[config.mk]
export PLATFORM = sky130hd
export DESIGN_NAME = bounded_edit_distance_matcher_unit_flat
export DESIGN_NICKNAME = d
export VERILOG_FILES = /design/src/rtl/bedm_pkg.sv /design/src/rtl/bedm_if.sv /design/src/rtl/bedm_ram.sv /design/src/rtl/bedm_regs.sv /design/src/rtl/bounded_edit_distance_matcher_unit.sv /design/src/flat_wrapper.sv
export SDC_FILE = /design/constraint.sdc
export NUM_CORES = 1
export LEC_CHECK = 0
export BUFFER_PORTS_ARGS = -buffer_cell sky130_fd_sc_hd__buf_2
export CORE_ASPECT_RATIO = 0.5
export CORE_MARGIN = 3
export CORE_UTILIZATION = 45
export DETAILED_ROUTE_END_ITERATION = 8
export MAX_ROUTING_LAYER = met4
export PLACE_DENSITY = 0.68
export RECOVER_POWER = 100
export SETUP_SLACK_MARGIN = 0.05
export SLEW_MARGIN = 5
export SYNTH_ARGS = -nofsm -noshare
export SYNTH_HDL_FRONTEND = slang
export SYNTH_HIERARCHICAL = 1
export SYNTH_SLANG_ARGS = --single-unit
export TNS_END_PERCENT = 1
[constraint.sdc]
create_clock -name clk_i -period 8.7 [get_ports clk_i]
set_clock_uncertainty 0.05 [all_clocks]
set_input_delay 2.61 -clock clk_i [delete_from_list [all_inputs] [get_ports clk_i]]
set_output_delay 2.61 -clock clk_i [all_outputs]
set_load 0.01 [all_outputs]
[src/rtl/bedm_pkg.sv]
// Shared constants, types and codes for the bounded edit distance matcher.
// No dependencies; every other file but bedm_ram uses this package.
`timescale 1ns / 1ps
package bedm_pkg;

  // Sizing
  localparam int PatternMax = 32;
  localparam int EditMax    = 7;
  localparam int RowDepth   = PatternMax + 1;
  localparam int RowAw      = $clog2(RowDepth);
  localparam int IssW       = $clog2(RowDepth + 1);
  localparam int PatAw      = $clog2(PatternMax);
  localparam int DistW      = $clog2(EditMax + 3);

  // Field widths
  localparam int CmdW = 2;
  localparam int SymW = 8;
  localparam int PosW = 5;
  localparam int LimW = 3;
  localparam int LenW = 6;
  localparam int EndW = 4;

  // Register port
  localparam int ApbAw = 3;
  localparam int ApbDw = 32;
  localparam logic RegEditLimit     = 1'b0;
  localparam logic RegPatternLength = 1'b1;
  localparam logic [LimW-1:0] EditLimitRst  = LimW'(1);
  localparam logic [LenW-1:0] PatternLenRst = LenW'(0);

  // Saturation value of the row right after reset
  localparam int InitSatRst = ((int'(EditLimitRst) > EditMax) ? EditMax
                                                               : int'(EditLimitRst)) + 1;

  typedef enum logic [CmdW-1:0] {
    CMD_LOAD = 2'd0,
    CMD_FEED = 2'd1,
    CMD_END  = 2'd2,
    CMD_NOP  = 2'd3
  } cmd_e;

  typedef enum logic [1:0] {
    ST_IDLE,
    ST_SWEEP,
    ST_FINISH
  } state_e;

  typedef struct packed {
    logic [LimW-1:0] edit_limit;
    logic [LenW-1:0] pattern_length;
  } cfg_t;

endpackage

[src/rtl/bedm_if.sv]
// Valid/ready channel interfaces for query beats in and status beats out.
// Depends on bedm_pkg for field widths.
`timescale 1ns / 1ps
interface bedm_in_if;
  import bedm_pkg::*;

  logic            valid;
  logic            ready;
  logic [CmdW-1:0] cmd;
  logic [SymW-1:0] symbol;
  logic [PosW-1:0] load_position;

  modport source (output valid, cmd, symbol, load_position, input ready);
  modport sink   (input valid, cmd, symbol, load_position, output ready);
endinterface

interface bedm_out_if;
  import bedm_pkg::*;

  logic            valid;
  logic            ready;
  logic            within_limit;
  logic            reachable;
  logic [EndW-1:0] end_distance;

  modport source (output valid, within_limit, reachable, end_distance, input ready);
  modport sink   (input valid, within_limit, reachable, end_distance, output ready);
endinterface

[src/rtl/bedm_ram.sv]
// Generic single write port, single read port RAM with registered read data.
// No dependencies.
`timescale 1ns / 1ps
module bedm_ram #(
  parameter int Width = 8,
  parameter int Depth = 32,
  localparam int Aw = $clog2(Depth)
) (
  input  logic             clk_i,
  input  logic             we_i,
  input  logic [Aw-1:0]    waddr_i,
  input  logic [Width-1:0] wdata_i,
  input  logic [Aw-1:0]    raddr_i,
  output logic [Width-1:0] rdata_o
);

  logic [Width-1:0] mem_q [Depth];
  logic [Width-1:0] rdata_q;

  always_ff @(posedge clk_i) begin
    if (we_i) begin
      mem_q[waddr_i] <= wdata_i;
    end
    rdata_q <= mem_q[raddr_i];
  end

  assign rdata_o = rdata_q;

endmodule

[src/rtl/bedm_regs.sv]
// APB-style configuration registers: edit limit and pattern length.
// Depends on bedm_pkg for widths, reset values and register indexes.
`timescale 1ns / 1ps
module bedm_regs (
  input  logic                        clk_i,
  input  logic                        rst_ni,
  input  logic                        psel_i,
  input  logic                        penable_i,
  input  logic                        pwrite_i,
  input  logic [bedm_pkg::ApbAw-1:0]  paddr_i,
  input  logic [bedm_pkg::ApbDw-1:0]  pwdata_i,
  output logic [bedm_pkg::ApbDw-1:0]  prdata_o,
  output logic                        pready_o,
  output bedm_pkg::cfg_t              cfg_o
);
  import bedm_pkg::*;

  cfg_t cfg_q;
  logic wr_en;
  logic reg_idx;

  assign reg_idx = paddr_i[2];
  assign wr_en   = psel_i && penable_i && pwrite_i;

  always_ff @(posedge clk_i or negedge rst_ni) begin
    if (!rst_ni) begin
      cfg_q.edit_limit     <= EditLimitRst;
      cfg_q.pattern_length <= PatternLenRst;
    end else if (wr_en) begin
      case (reg_idx)
        RegEditLimit:     cfg_q.edit_limit     <= pwdata_i[LimW-1:0];
        RegPatternLength: cfg_q.pattern_length <= pwdata_i[LenW-1:0];
        default: ;
      endcase
    end
  end

  always_comb begin
    case (reg_idx)
      RegEditLimit:     prdata_o = ApbDw'(cfg_q.edit_limit);
      RegPatternLength: prdata_o = ApbDw'(cfg_q.pattern_length);
      default:          prdata_o = '0;
    endcase
  end

  assign pready_o = 1'b1;
  assign cfg_o    = cfg_q;

endmodule

[src/rtl/bounded_edit_distance_matcher_unit.sv]
// Top level of the bounded edit distance matcher (Levenshtein automaton row).
// Depends on bedm_pkg, bedm_if, bedm_ram and bedm_regs.
`timescale 1ns / 1ps
// Usage: load the pattern with load beats (one byte per beat at load_position),
// set pattern_length and edit_limit over the register port while idle, then
// stream query characters with feed beats and close each query with an end
// beat, which also restores the distance row to 0, 1, ... clamped at
// edit_limit+1. Every beat returns exactly one status beat; load, end and the
// unused command report the row as it stood before the beat, a feed beat
// reports the row after its update. No new beat is accepted until the last
// one has passed its status on; each beat walks entries 0 to L, with L the
// pattern length in use (0 to 32): the distance row lives in a single RAM with
// one read and one write port, and the recurrence walks it one entry per cycle.
// The row needs no clearing pass after reset or an end beat: per-entry valid
// flops are cleared at once and an unwritten entry reads as its initial value.
module bounded_edit_distance_matcher_unit (
  input  logic                        clk_i,
  input  logic                        rst_ni,
  bedm_in_if.sink                     in_if,
  bedm_out_if.source                  out_if,
  input  logic                        psel,
  input  logic                        penable,
  input  logic                        pwrite,
  input  logic [bedm_pkg::ApbAw-1:0]  paddr,
  input  logic [bedm_pkg::ApbDw-1:0]  pwdata,
  output logic [bedm_pkg::ApbDw-1:0]  prdata,
  output logic                        pready
);
  import bedm_pkg::*;

  // Configuration
  cfg_t             cfg;
  logic [DistW-1:0] lim;
  logic [DistW-1:0] sat;
  logic [RowAw-1:0] len;

  bedm_regs u_regs (
    .clk_i     (clk_i),
    .rst_ni    (rst_ni),
    .psel_i    (psel),
    .penable_i (penable),
    .pwrite_i  (pwrite),
    .paddr_i   (paddr),
    .pwdata_i  (pwdata),
    .prdata_o  (prdata),
    .pready_o  (pready),
    .cfg_o     (cfg)
  );

  assign lim = (int'(cfg.edit_limit) > EditMax) ? DistW'(EditMax) : DistW'(cfg.edit_limit);
  assign sat = lim + DistW'(1);
  assign len = (int'(cfg.pattern_length) > PatternMax) ? RowAw'(PatternMax)
                                                        : RowAw'(cfg.pattern_length);

  // Control
  state_e state_q, state_d;
  logic   in_fire;
  logic   issue;
  logic   last_data;
  logic   fire_out;

  // Beat context
  cmd_e            cmd_q;
  logic [SymW-1:0] sym_q;

  // Sweep pipeline: issue stage and data stage
  logic [IssW-1:0]  iss_q;
  logic             dat_vld_q;
  logic [RowAw-1:0] dat_idx_q;
  logic [DistW-1:0] prev_old_q;
  logic [DistW-1:0] prev_new_q;
  logic             any_q;
  logic [DistW-1:0] end_q;

  // Row initial value bookkeeping
  logic [RowDepth-1:0] valid_q;
  logic [DistW-1:0]    init_sat_q;

  // Output register
  logic            out_vld_q;
  logic            within_limit_q;
  logic            reachable_q;
  logic [EndW-1:0] end_dist_q;

  // Memories
  logic [DistW-1:0] row_rdata;
  logic [SymW-1:0]  pat_rdata;
  logic             row_we;
  logic             pat_we;
  logic [RowAw-1:0] iss_addr;
  logic [IssW-1:0]  iss_prev;

  // Data stage values
  logic [DistW-1:0] init_val;
  logic [DistW-1:0] old_val;
  logic [DistW-1:0] feed_val;
  logic [DistW-1:0] rep_val;
  logic [DistW-1:0] end_val;

  assign iss_addr = iss_q[RowAw-1:0];
  assign iss_prev = iss_q - IssW'(1);
  assign pat_we   = in_fire && (cmd_e'(in_if.cmd) == CMD_LOAD)
                    && (int'(in_if.load_position) < PatternMax);
  assign row_we   = dat_vld_q && (cmd_q == CMD_FEED);

  bedm_ram #(.Width(DistW), .Depth(RowDepth)) u_row_ram (
    .clk_i   (clk_i),
    .we_i    (row_we),
    .waddr_i (dat_idx_q),
    .wdata_i (feed_val),
    .raddr_i (iss_addr),
    .rdata_o (row_rdata)
  );

  bedm_ram #(.Width(SymW), .Depth(PatternMax)) u_pat_ram (
    .clk_i   (clk_i),
    .we_i    (pat_we),
    .waddr_i (PatAw'(in_if.load_position)),
    .wdata_i (in_if.symbol),
    .raddr_i (iss_prev[PatAw-1:0]),
    .rdata_o (pat_rdata)
  );

  // FSM: accept in idle, walk entries 0..L, then hand the status to the output register.
  always_ff @(posedge clk_i or negedge rst_ni) begin
    if (!rst_ni) begin
      state_q <= ST_IDLE;
    end else begin
      state_q <= state_d;
    end
  end

  always_comb begin
    state_d     = state_q;
    in_if.ready = 1'b0;
    issue       = 1'b0;
    fire_out    = 1'b0;
    case (state_q)
      ST_IDLE: begin
        in_if.ready = 1'b1;
        if (in_if.valid) begin
          state_d = ST_SWEEP;
        end
      end
      ST_SWEEP: begin
        issue = (iss_q <= IssW'(len));
        if (last_data) begin
          state_d = ST_FINISH;
        end
      end
      ST_FINISH: begin
        if (!out_vld_q || out_if.ready) begin
          fire_out = 1'b1;
          state_d  = ST_IDLE;
        end
      end
      default: state_d = ST_IDLE;
    endcase
  end

  assign in_fire   = in_if.valid && in_if.ready;
  assign last_data = dat_vld_q && (dat_idx_q == len);

  // Data stage: one Levenshtein cell per cycle.
  always_comb begin
    logic [DistW-1:0] diag;
    logic [DistW-1:0] up;
    logic [DistW-1:0] left;
    logic [DistW-1:0] best;
    diag = prev_old_q + DistW'(pat_rdata != sym_q);
    up   = old_val + DistW'(1);
    left = prev_new_q + DistW'(1);
    best = diag;
    if (up < best) begin
      best = up;
    end
    if (left < best) begin
      best = left;
    end
    if (dat_idx_q == '0) begin
      best = up;
    end
    feed_val = (best > sat) ? sat : best;
  end

  // Entries never written since the last row reset read as min(i, saturation then).
  assign init_val = (int'(dat_idx_q) < int'(init_sat_q)) ? DistW'(dat_idx_q) : init_sat_q;
  assign old_val  = valid_q[dat_idx_q] ? row_rdata : init_val;
  assign rep_val  = (cmd_q == CMD_FEED) ? feed_val : old_val;
  assign end_val  = (rep_val > sat) ? sat : rep_val;

  // Control registers of the sweep and the output side
  always_ff @(posedge clk_i or negedge rst_ni) begin
    if (!rst_ni) begin
      iss_q      <= '0;
      dat_vld_q  <= 1'b0;
      out_vld_q  <= 1'b0;
      valid_q    <= '0;
      init_sat_q <= DistW'(InitSatRst);
    end else begin
      dat_vld_q <= issue;
      if (in_fire) begin
        iss_q <= '0;
      end else if (issue) begin
        iss_q <= iss_q + IssW'(1);
      end
      if (row_we) begin
        valid_q[dat_idx_q] <= 1'b1;
      end
      if (fire_out) begin
        out_vld_q <= 1'b1;
        if (cmd_q == CMD_END) begin
          valid_q    <= '0;
          init_sat_q <= sat;
        end
      end else if (out_if.ready) begin
        out_vld_q <= 1'b0;
      end
    end
  end

  // Payload registers
  always_ff @(posedge clk_i) begin
    if (in_fire) begin
      cmd_q <= cmd_e'(in_if.cmd);
      sym_q <= in_if.symbol;
      any_q <= 1'b0;
    end
    dat_idx_q <= iss_addr;
    if (dat_vld_q) begin
      prev_old_q <= old_val;
      prev_new_q <= feed_val;
      if (rep_val <= lim) begin
        any_q <= 1'b1;
      end
      if (last_data) begin
        end_q <= end_val;
      end
    end
    if (fire_out) begin
      within_limit_q <= (end_q <= lim);
      reachable_q    <= any_q;
      end_dist_q     <= EndW'(end_q);
    end
  end

  assign out_if.valid        = out_vld_q;
  assign out_if.within_limit = within_limit_q;
  assign out_if.reachable    = reachable_q;
  assign out_if.end_distance = end_dist_q;

endmodule

[src/flat_wrapper.sv]
// flat-port wrapper written by rule: the top's interface ports become plain ports
module bounded_edit_distance_matcher_unit_flat import bedm_pkg::*;
  (clk_i, rst_ni, psel, penable, pwrite, paddr, pwdata, prdata, pready, in_if_valid, in_if_cmd, in_if_symbol, in_if_load_position, in_if_ready, out_if_valid, out_if_within_limit, out_if_reachable, out_if_end_distance, out_if_ready);
  bedm_in_if in_if_i ();
  bedm_out_if out_if_i ();
  input  logic clk_i;
  input  logic rst_ni;
  input  logic psel;
  input  logic penable;
  input  logic pwrite;
  input  logic [bedm_pkg::ApbAw-1:0] paddr;
  input  logic [bedm_pkg::ApbDw-1:0] pwdata;
  output logic [bedm_pkg::ApbDw-1:0] prdata;
  output logic pready;
  input wire logic [$bits(in_if_i.valid)-1:0] in_if_valid;
  input wire logic [$bits(in_if_i.cmd)-1:0] in_if_cmd;
  input wire logic [$bits(in_if_i.symbol)-1:0] in_if_symbol;
  input wire logic [$bits(in_if_i.load_position)-1:0] in_if_load_position;
  output wire logic [$bits(in_if_i.ready)-1:0] in_if_ready;
  output wire logic [$bits(out_if_i.valid)-1:0] out_if_valid;
  output wire logic [$bits(out_if_i.within_limit)-1:0] out_if_within_limit;
  output wire logic [$bits(out_if_i.reachable)-1:0] out_if_reachable;
  output wire logic [$bits(out_if_i.end_distance)-1:0] out_if_end_distance;
  input wire logic [$bits(out_if_i.ready)-1:0] out_if_ready;
  assign in_if_i.valid = in_if_valid;
  assign in_if_i.cmd = in_if_cmd;
  assign in_if_i.symbol = in_if_symbol;
  assign in_if_i.load_position = in_if_load_position;
  assign in_if_ready = in_if_i.ready;
  assign out_if_valid = out_if_i.valid;
  assign out_if_within_limit = out_if_i.within_limit;
  assign out_if_reachable = out_if_i.reachable;
  assign out_if_end_distance = out_if_i.end_distance;
  assign out_if_i.ready = out_if_ready;
  bounded_edit_distance_matcher_unit u_core (.clk_i(clk_i), .rst_ni(rst_ni), .in_if(in_if_i), .out_if(out_if_i), .psel(psel), .penable(penable), .pwrite(pwrite), .paddr(paddr), .pwdata(pwdata), .prdata(prdata), .pready(pready));
endmodule
==> results of run 1 <==
final timing paths:
| path | start | end | cells past startpoint |
|---|---|---|---|
| min reg2reg | u_core/any_q | u_core/out_if.reachable | 0 |
| min in group asynchronous | rst_ni | u_core/u_regs/cfg_o[4] | 2 |
| max reg2reg | u_core/init_sat_q[1] | u_core/end_q[2] | 46 |
| max in group asynchronous | rst_ni | u_core/iss_addr[0] | 2 |
| max | u_core/init_sat_q[1] | u_core/end_q[2] | 46 |
| min | u_core/any_q | u_core/out_if.reachable | 0 |
layout by cell type, fill, tap and decap left out, types with 16 or more instances in the layout:
cell type    n
ha_1        31
inv_1       24
mux2_2      21
mux4_2      81
conb_1      27
nand2_1     46
dfxtp_1     16
buf_4       51
buf_2       32
clkbuf_1    23
mux2i_1     77
edfxtp_1   416
clkbuf_16   45
dfrtp_1     53
nor2_1     126
xor2_1      20
a21oi_1     51
a22oi_1     17
cell families after synthesis:
family	after synthesis
adder cells (fa/ha/maj)	36
AND/OR/NAND/NOR	284
multiplexers	183
buffers and inverters	109
flip-flops	491
other	2
AO/OA/AOI/OAI	172
XOR/XNOR	32
registers in the layout, indices dropped and copies added (netlist names), 6 cells and up:
signal / cells
u_core/u_pat_ram/mem_q: 256
u_core/u_regs/cfg_o: 9
u_core/iss_addr: 6
u_core/u_row_ram/mem_q: 132
u_core/valid_q: 33
u_core/u_pat_ram/rdata_o: 8
u_core/dat_idx_q: 6
u_core/sym_q: 8
timing repair:
item,in CTS,in global routing
resized for setup,5,45
setup buffers,1,15
pin swaps,1,30
endpoints found under the setup margin,4,4
worst register-to-register path, delay by kind of cell (launching register included):
family          cells  cell delay, ps
flops               1             530
compound gates     23            3880
buf+inv             4             490
fa+ha+maj           5            1180
mux                 1             330
simple gates       13            1830
routing by layer:
metal | routed length, um | share of wire | track usage | up-vias
li1 | - | - | - | 5202
met1 | 19100 | 0.43 | 0.239 | 5976
met2 | 21900 | 0.49 | 0.299 | 385
met3 | 2560 | 0.057 | 0.0281 | 90
met4 | 1050 | 0.024 | 0.0491 | 0
met5 | 0 | 0 | - | -
layout make-up:
type / count / area [sq um]
repair buffers: 98 / 631
inverters: 27 / 104
well taps: 627 / 785
clock buffers: 56 / 1170
multi-input cells: 734 / 6550
fillers: 3694 / 22000
flip-flops and latches: 491 / 14300
clock inverters: 26 / 259
through the flow:
step | setup TNS (ps) | instances | area, sq um | util
after global routing | -391 | 2059 | 23800 | 0.520
after detailed placement | -286 | 1961 | 22000 | 0.482
after floorplan | 0 | 1334 | 21200 | -
final | 0 | 2059 | 23800 | 0.520
after global placement | 0 | 1961 | 22000 | 0.482
after CTS | 0 | 2044 | 23500 | 0.513
==> summary.md, run 1 <==
| Metric | Value |
|---|---|
| Post-synth ARST share | `0.114` |
| Starting DRT DRC Count | `929` |
| Failing checks | `max-capacitance violations, max-slew violations` |
| Largest net degree at the start of global routing | `70` |
| Crit path capture type | `flop` |
| Initial Util | `0.461` |
| Mapped Area | `0.0211 sq mm` |
| R2R setup slack | `200 ps` |
| # setup viols final | `0` |
| Initial antenna violation count | `0` |
| # clock sinks | `491` |
| Final hold vios | `0` |
| Largest family of logic cells by synthesized area | `multiplexers` |
| Worst hold path type | `reg2reg` |
| WL per Instance | `21.7 um` |
| Drt drc | `0` |
| Total Routed Length | `44.6 mm` |
| CTS root buffer | `clkbuf_16` |
| Clk_lat worst skew | `560 ps` |
| Remaining global-route overflow | `0` |
| Status | `finished with violations` |
| Crit path arrival time | `8760 ps` |
| Unique masters post-synth | `72` |
| RSZ-0062 raised after global routing | `true` |
| Mux contribution to synthesized area | `0.137` |
| Simple-gate share of the synthesized area | `0.0648` |
| Post-synth EDFFs | `416` |
| Synth Warn # | `6` |
| Worst-Margin Slew | `4820 ps` |
| Tot GR Track Use | `0.182` |
| Share of cells above drive strength 1 | `0.222` |
| Top_reg_cell synth | `edfxtp_1` |
| Slowest cell on the critical path | `dfstp_2` |
| Port Buffers | `42` |
| Compound-cell area share of the yosys netlist | `0.0582` |
| Htree depth | `2` |
| Number of max-cap violations | `4` |
| Dominant cell type by area after synthesis | `edfxtp_1` |
| Avg Inst Size Synth | `16.1 sq um` |
| Core Area | `0.0458 sq mm` |
| Die area | `0.0497 sq mm` |
| CTS Buffer Depth | `3` |
| Max incr delay on CP | `530 ps` |
| Slew headroom | `-2.21` |
| Family with the most delay on the worst path | `compound AO/OA/AOI/OAI gates` |
| Pre-Repair DR Iteration Count | `5` |
| Yosys reg bits | `491` |
| CTS Buf Count | `45` |
| Critical Path Source Type | `flop` |
| Via Count | `11653` |
| Vias per inst | `5.66` |
| Post-DRT Antenna Nets | `0` |
| Pre-CTS WS | `-148 ps` |
| Crit Path Class | `reg2reg` |
| IO Pins | `98` |
| Cells after Synth | `1309` |
| Adder-cell area share of the yosys netlist | `0.0214` |
| Ant diodes | `0` |
| Rows | `55` |
| Die height | `159 um` |
| Max Fanout on Critical Path | `6` |
| Top cells by area, synth | `edfxtp_1, mux4_2, dfrtp_1` |
| Sequential area share after synthesis | `0.677` |
| Area grow syn2layout | `12.7%` |
| Fin crit period | `8500 ps` |
| Vias in the first global route | `11821` |
| Placer Congestion | `0.904` |
| Fin worst setup slack | `195 ps` |
| Final #Nets | `1490` |
| CTS tree | `yes` |
| Most numerous cell in the Yosys netlist | `edfxtp_1` |
| Yosys top cell area share | `0.592` |
| Worst-path clk slew | `70 ps` |
| Fmax | `118 MHz` |
| Final hold slack | `387 ps` |
| First-pass GRT wire length | `68.6 mm` |
| Slew Limit Fails | `168` |
| Synth top cells by count | `edfxtp_1, nor2_1, mux4_2, mux2i_1, a21oi_1` |
| WP buf/inv | `4` |
| Worst EP required | `8950 ps` |
| Die W | `312 um` |
| Synth Area in XOR/XNOR | `0.0133` |
| Dpl hpwl | `28.7 mm` |
| Cell mode on critical path | `a21oi_2` |
| # hold bufs at CTS | `0` |
| Final worst-path cycle share | `0.978` |
Power of run 1 is left out: the tool's default activity adds up to more than one toggle a clock period on the data nets, which glitch-free logic cannot reach.
==> inputs of run 2 (changes only) <==
--- a/config.mk
+++ b/config.mk
@@ -11,7 +11,7 @@
 export CORE_UTILIZATION = 45
 export DETAILED_ROUTE_END_ITERATION = 8
 export MAX_ROUTING_LAYER = met4
-export PLACE_DENSITY = 0.68
+export PLACE_DENSITY = 0.65
 export RECOVER_POWER = 100
 export SETUP_SLACK_MARGIN = 0.05
 export SLEW_MARGIN = 5
==> constraint.sdc (replaced) <==
create_clock -name clk_i -period 10.95 [get_ports clk_i]
set_clock_uncertainty 0.05 [all_clocks]
set_input_delay 3.285 -clock clk_i [delete_from_list [all_inputs] [get_ports clk_i]]
set_output_delay 3.285 -clock clk_i [all_outputs]
set_load 0.01 [all_outputs]
==> run 2 against run 1 <==
The run still ends with max-capacitance violations, max-slew violations left. Core utilization is 1.4 points lower. Critical path depth is 8 lower. Sequential share of layout area is 1.6 points higher. Die area stayed put. Sequential cell count stayed put. Global-route usage is 0.17 points lower. Wire length is 2.6% lower. Worst hold slack better by 6.7 ps. Critical endpoint unchanged.
==> summary.md, run 2 (synthesis results as in run 1) <==
| Metric | Value |
|---|---|
| # setup viols final | `0 (unchanged)` |
| Via Count | `11417 (-2.0%)` |
| Drt drc | `0 (unchanged)` |
| Post-DRT Antenna Nets | `0 (unchanged)` |
| Remaining global-route overflow | `0 (unchanged)` |
| CTS root buffer | `clkbuf_16` |
| Max Fanout on Critical Path | `25 (+19)` |
| Final #Nets | `1447 (-2.9%)` |
| Area grow syn2layout | `9.70%` |
| Clk_lat worst skew | `560 ps (about the same)` |
| WP buf/inv | `2 (-2)` |
| Port Buffers | `42 (unchanged)` |
| Core Area | `0.0458 sq mm (unchanged)` |
| Number of max-cap violations | `12 (+8)` |
| Rows | `55 (unchanged)` |
| CTS Buffer Depth | `3 (unchanged)` |
| First-pass GRT wire length | `67.8 mm (-1.1%)` |
| Htree depth | `2 (unchanged)` |
| Die W | `312 um (unchanged)` |
| Starting DRT DRC Count | `1007 (+8.4%)` |
| Die height | `159 um (unchanged)` |
| Max incr delay on CP | `670 ps (+140 ps)` |
| Crit Path Class | `reg2reg` |
| Multi-input gate area | `0.00630 sq mm (-3.7%)` |
| Fmax | `101 MHz (-14%)` |
| Failing checks | `max-capacitance violations, max-slew violations` |
| Final hold vios | `0 (unchanged)` |
| Status | `finished with violations` |
| WL per Instance | `21.6 um (-0.54%)` |
| Post-cts sizing count | `0 (-5)` |
| Max reg flops | `256 (unchanged)` |
| Number of fill cells in the layout | `3756 (+1.7%)` |
| Largest net degree at the start of global routing | `66 (-5.7%)` |
| Worst-path clk slew | `60 ps (about the same)` |
| Family with the most delay on the worst path | `compound AO/OA/AOI/OAI gates` |
| Total Routed Length | `43.5 mm (-2.6%)` |
| # clock sinks | `491 (unchanged)` |
| Slew Limit Fails | `506 (+200%)` |
| FF+latch area | `0.0143 sq mm (about the same)` |
| Largest Register | `u_core/u_pat_ram/mem_q` |
| Initial antenna violation count | `3 (+3)` |
| Initial Util | `0.461 (unchanged)` |
| Fin crit period | `9880 ps (+1370 ps)` |
| RSZ-0062 raised after global routing | `false` |
| Final worst-path cycle share | `0.902 (-0.0755)` |
| Pre-Repair DR Iteration Count | `5 (unchanged)` |
| Share of cells above drive strength 1 | `0.157 (-0.0649)` |
| Die area | `0.0497 sq mm (unchanged)` |
| Worst hold path type | `reg2reg` |
| Crit path arrival time | `10100 ps (+1340 ps)` |
| Slew headroom | `-2.13 (+0.0833)` |
| Worst-Margin Slew | `4690 ps (-125 ps)` |
| Vias per inst | `5.66 (about the same)` |
| Most common cell after layout, fill and taps aside | `edfxtp_1` |
| Crit path capture type | `flop` |
| Vias in the first global route | `11399 (-3.6%)` |
| Tot GR Track Use | `0.180 (-0.00173)` |
| Critical Path Source Type | `flop` |
| Setup TNS | `0 ps (unchanged)` |
| # hold bufs at CTS | `0 (unchanged)` |
| Commonest cells after routing, fill and taps aside | `edfxtp_1, nor2_1, mux4_2` |
| Postcts setup bufs | `0 (-1)` |
| Dpl hpwl | `27.9 mm (-2.6%)` |
| CTS tree | `yes` |
| Placer Congestion | `0.787 (-13%)` |
| Slowest cell on the critical path | `dfxtp_1` |
| Worst EP required | `11180 ps (+2230 ps)` |
| CTS Buf Count | `45 (unchanged)` |
| Biggest registers after layout | `u_core/u_pat_ram/mem_q x256, u_core/u_row_ram/mem_q x132, u_core/valid_q x33` |
| IO Pins | `98 (unchanged)` |
[run 2: cell type report]
type	count	share of cell area
well taps	627	0.0339
flip-flops and latches	491	0.617
clock inverters	16	0.00579
inverters	27	0.00443
diodes	3	0.000324
clock buffers	64	0.0549
repair buffers	55	0.0109
multi-input cells	734	0.272
[run 2: per-layer routing]
layer / global-route usage / routed length (um) / up-vias
met1: 0.250 / 19400 / 5897
met2: 0.279 / 20600 / 337
met4: 0.0468 / 910 / 0
met3: 0.0315 / 2550 / 69
met5: - / 0 / -
li1: - / - / 5114
[run 2: final timing paths]
| check | depth (start not counted) | slack [ps] | from | end |
|---|---|---|---|---|
| worst max-delay path | 38 | 1070 | u_core/dat_idx_q[0] | u_core/end_q[2] |
| worst min-delay path | 0 | 390 | u_core/any_q | u_core/out_if.reachable |
| worst max register to register | 38 | 1070 | u_core/dat_idx_q[0] | u_core/end_q[2] |
| worst min register to register | 0 | 390 | u_core/any_q | u_core/out_if.reachable |
| max in group asynchronous | 2 | 4820 | rst_ni | u_core/iss_addr[0] |
| min in group asynchronous | 2 | 3830 | rst_ni | u_core/valid_q[17] |
[run 2: per-stage QoR]
| stage | cell area (sq um) | setup slack (ps) | util | hold WS [ps] | instances |
|---|---|---|---|---|---|
| finish | 23100 | 1070 | 0.506 | 393 | 2017 |
| global route | 23100 | 137 | 0.506 | 417 | 2017 |
| CTS | 23200 | 1050 | 0.508 | 398 | 2014 |
| detailed placement | 21800 | 1130 | 0.477 | 375 | 1934 |
| global placement | 21800 | 1250 | 0.477 | 388 | 1934 |
| floorplan | 21200 | 1880 | - | 356 | 1334 |
Power of run 2 is left out for the same reason.
==> inputs of run 3 (changes only) <==
--- a/config.mk
+++ b/config.mk
@@ -11,7 +11,7 @@
 export CORE_UTILIZATION = 45
 export DETAILED_ROUTE_END_ITERATION = 8
 export MAX_ROUTING_LAYER = met4
-export PLACE_DENSITY = 0.65
+export PLACE_DENSITY_LB_ADDON = 0.3
 export RECOVER_POWER = 100
 export SETUP_SLACK_MARGIN = 0.05
 export SLEW_MARGIN = 5
==> constraint.sdc (replaced) <==
create_clock -name clk_i -period 12.36 [get_ports clk_i]
set_clock_uncertainty 0.05 [all_clocks]
set_input_delay 3.708 -clock clk_i [delete_from_list [all_inputs] [get_ports clk_i]]
set_output_delay 3.708 -clock clk_i [all_outputs]
set_load 0.01 [all_outputs]
==> run 3 against run 2 <==
The flow still finishes with violations (max-capacitance violations, max-slew violations). Die area did not move. First-iteration DRC count rose by 5.6%. Count of clock-buffer cells in the layout rose by 4. Sequential share of layout area fell by 0.068 points. Worst setup slack improved by 450 ps. Core utilization barely moved. Global-route usage rose by 0.17 points. Wire length rose by 1.1%. Via count fell by 0.12%.
==> summary.md, run 3 (synthesis results as in run 1) <==
| Metric | Value |
|---|---|
| Status | `finished with violations` |
| Failing checks | `max-capacitance violations, max-slew violations` |
| CTS Buf Count | `45 (unchanged)` |
| Core Area | `0.0458 sq mm (unchanged)` |
| CTS Buffer Depth | `3 (unchanged)` |
| Vias per inst | `5.65 (-0.17%)` |
| Most common cell after layout, fill and taps aside | `edfxtp_1` |
| Commonest cells after routing, fill and taps aside | `edfxtp_1, nor2_1, mux4_2` |
| Critical Path Source Type | `flop` |
| # clock sinks | `491 (unchanged)` |
| Final worst-path cycle share | `0.876 (-0.0256)` |
| Area grow syn2layout | `9.78% (about the same)` |
| Family with the most delay on the worst path | `compound AO/OA/AOI/OAI gates` |
| Die height | `159 um (unchanged)` |
| Remaining global-route overflow | `0 (unchanged)` |
| Clk_lat worst skew | `570 ps (about the same)` |
| Worst hold path type | `reg2reg` |
| Crit path capture type | `flop` |
| Starting DRT DRC Count | `1063 (+5.6%)` |
| DP Area | `0.0218 sq mm (unchanged)` |
| WP buf/inv | `1 (-1)` |
| IO Pins | `98 (unchanged)` |
| Postcts setup bufs | `0 (unchanged)` |
| Fin crit period | `10830 ps (+956 ps)` |
| Tot GR Track Use | `0.182 (+0.00173)` |
| Worst EP required | `12260 ps (+1080 ps)` |
| Die W | `312 um (unchanged)` |
| Max reg flops | `256 (unchanged)` |
| Crit path arrival time | `10730 ps (+630 ps)` |
| CTS tree | `yes` |
| Max incr delay on CP | `2070 ps (+1400 ps)` |
| Slew headroom | `-2.10 (+0.0330)` |
| Initial Util | `0.461 (unchanged)` |
| Initial antenna violation count | `0 (-3)` |
| Max Fanout on Critical Path | `34 (+36%)` |
| Largest net degree at the start of global routing | `65 (-1.5%)` |
| Final hold slack | `391 ps (-1.85 ps)` |
| Die area | `0.0497 sq mm (unchanged)` |
| Htree depth | `2 (unchanged)` |
| Setup TNS | `0 ps (unchanged)` |
| R2R setup slack | `1530 ps (+450 ps)` |
| Via Count | `11403 (-0.12%)` |
| Total Routed Length | `44.0 mm (+1.1%)` |
| Cell mode on critical path | `a21oi_1` |
| Finished Cell Area | `0.0232 sq mm (about the same)` |
| First-pass GRT wire length | `68.6 mm (+1.1%)` |
| Share of cells above drive strength 1 | `0.157 (-0.000452)` |
| Port Buffers | `42 (unchanged)` |
| Worst-Margin Slew | `4640 ps (-49.5 ps)` |
| Crit Path Class | `reg2reg` |
| Final #Nets | `1447 (unchanged)` |
| Slowest cell on the critical path | `a21oi_1` |
| Largest Register | `u_core/u_pat_ram/mem_q` |
| Pre-Repair DR Iteration Count | `5 (unchanged)` |
| Ant diodes | `0 (-3)` |
| Slew Limit Fails | `437 (-14%)` |
| Final core occ | `0.506 (about the same)` |
| Final hold vios | `0 (unchanged)` |
| # hold bufs at CTS | `0 (unchanged)` |
| Fmax | `92.3 MHz (-8.8%)` |
| Rows | `55 (unchanged)` |
| CTS root buffer | `clkbuf_16` |
| Post-cts sizing count | `0 (unchanged)` |
| Post-DRT Antenna Nets | `0 (unchanged)` |
| Biggest registers after layout | `u_core/u_pat_ram/mem_q x256, u_core/u_row_ram/mem_q x132, u_core/valid_q x33` |
| Dpl hpwl | `28.3 mm (+1.4%)` |
| WL per Instance | `21.8 um (+1.0%)` |
| Worst-path clk slew | `60 ps (about the same)` |
| # setup viols final | `0 (unchanged)` |
| Number of max-cap violations | `10 (-2)` |
| Placer Congestion | `0.865 (+9.8%)` |
| Drt drc | `0 (unchanged)` |
| RSZ-0062 raised after global routing | `false` |
| Vias in the first global route | `11717 (+2.8%)` |
==> run 3: cell types whose count changed in the layout (fill, tap and decap cells not counted), moves of 2 or more <==
cell,delta
a21oi_1,+2
a21oi_2,-2
clkbuf_8,+2
clkinv_1,-5
clkinvlp_4,+3
diode_2,-3
==> run 3: final timing paths <==
kind                                      from                            end  depth (start not counted)
min                               u_core/any_q        u_core/out_if.reachable                          0
min reg2reg                       u_core/any_q        u_core/out_if.reachable                          0
max in group asynchronous               rst_ni         u_core/u_regs/cfg_o[1]                          2
max                        u_core/dat_idx_q[1]  u_core/u_row_ram/mem_q[11][2]                         33
min in group asynchronous               rst_ni             u_core/valid_q[18]                          2
max reg2reg                u_core/dat_idx_q[1]  u_core/u_row_ram/mem_q[11][2]                         33
==> run 3: layer usage <==
layer / routed length (um) / part of all wire / track usage
met1: 19200 / 0.44 / 0.245
met2: 21300 / 0.48 / 0.292
met3: 2280 / 0.052 / 0.0273
met4: 1180 / 0.027 / 0.0515
met5: 0 / 0 / -
==> run 3: per-stage QoR <==
| step | std cells | setup WS [ps] |
|---|---|---|
| 4_1_cts | 2018 | 2130 |
| 3_5_place_dp | 1934 | 2170 |
| 3_3_place_gp | 1934 | 2380 |
| 6_report | 2018 | 1530 |
| 2_1_floorplan | 1334 | 3290 |
| 5_1_grt | 2018 | 596 |
==> run 3: area by class of cell <==
cell class / instances / area (sq um)
Fill cell: 3733 / 22600
Clock buffer: 68 / 1310
Inverter: 27 / 103
Tap cell: 627 / 785
Multi-Input combinational cell: 734 / 6290
Timing Repair Buffer: 55 / 254
Clock inverter: 16 / 143
Sequential cell: 491 / 14300
Power of run 3 is left out for the same reason.
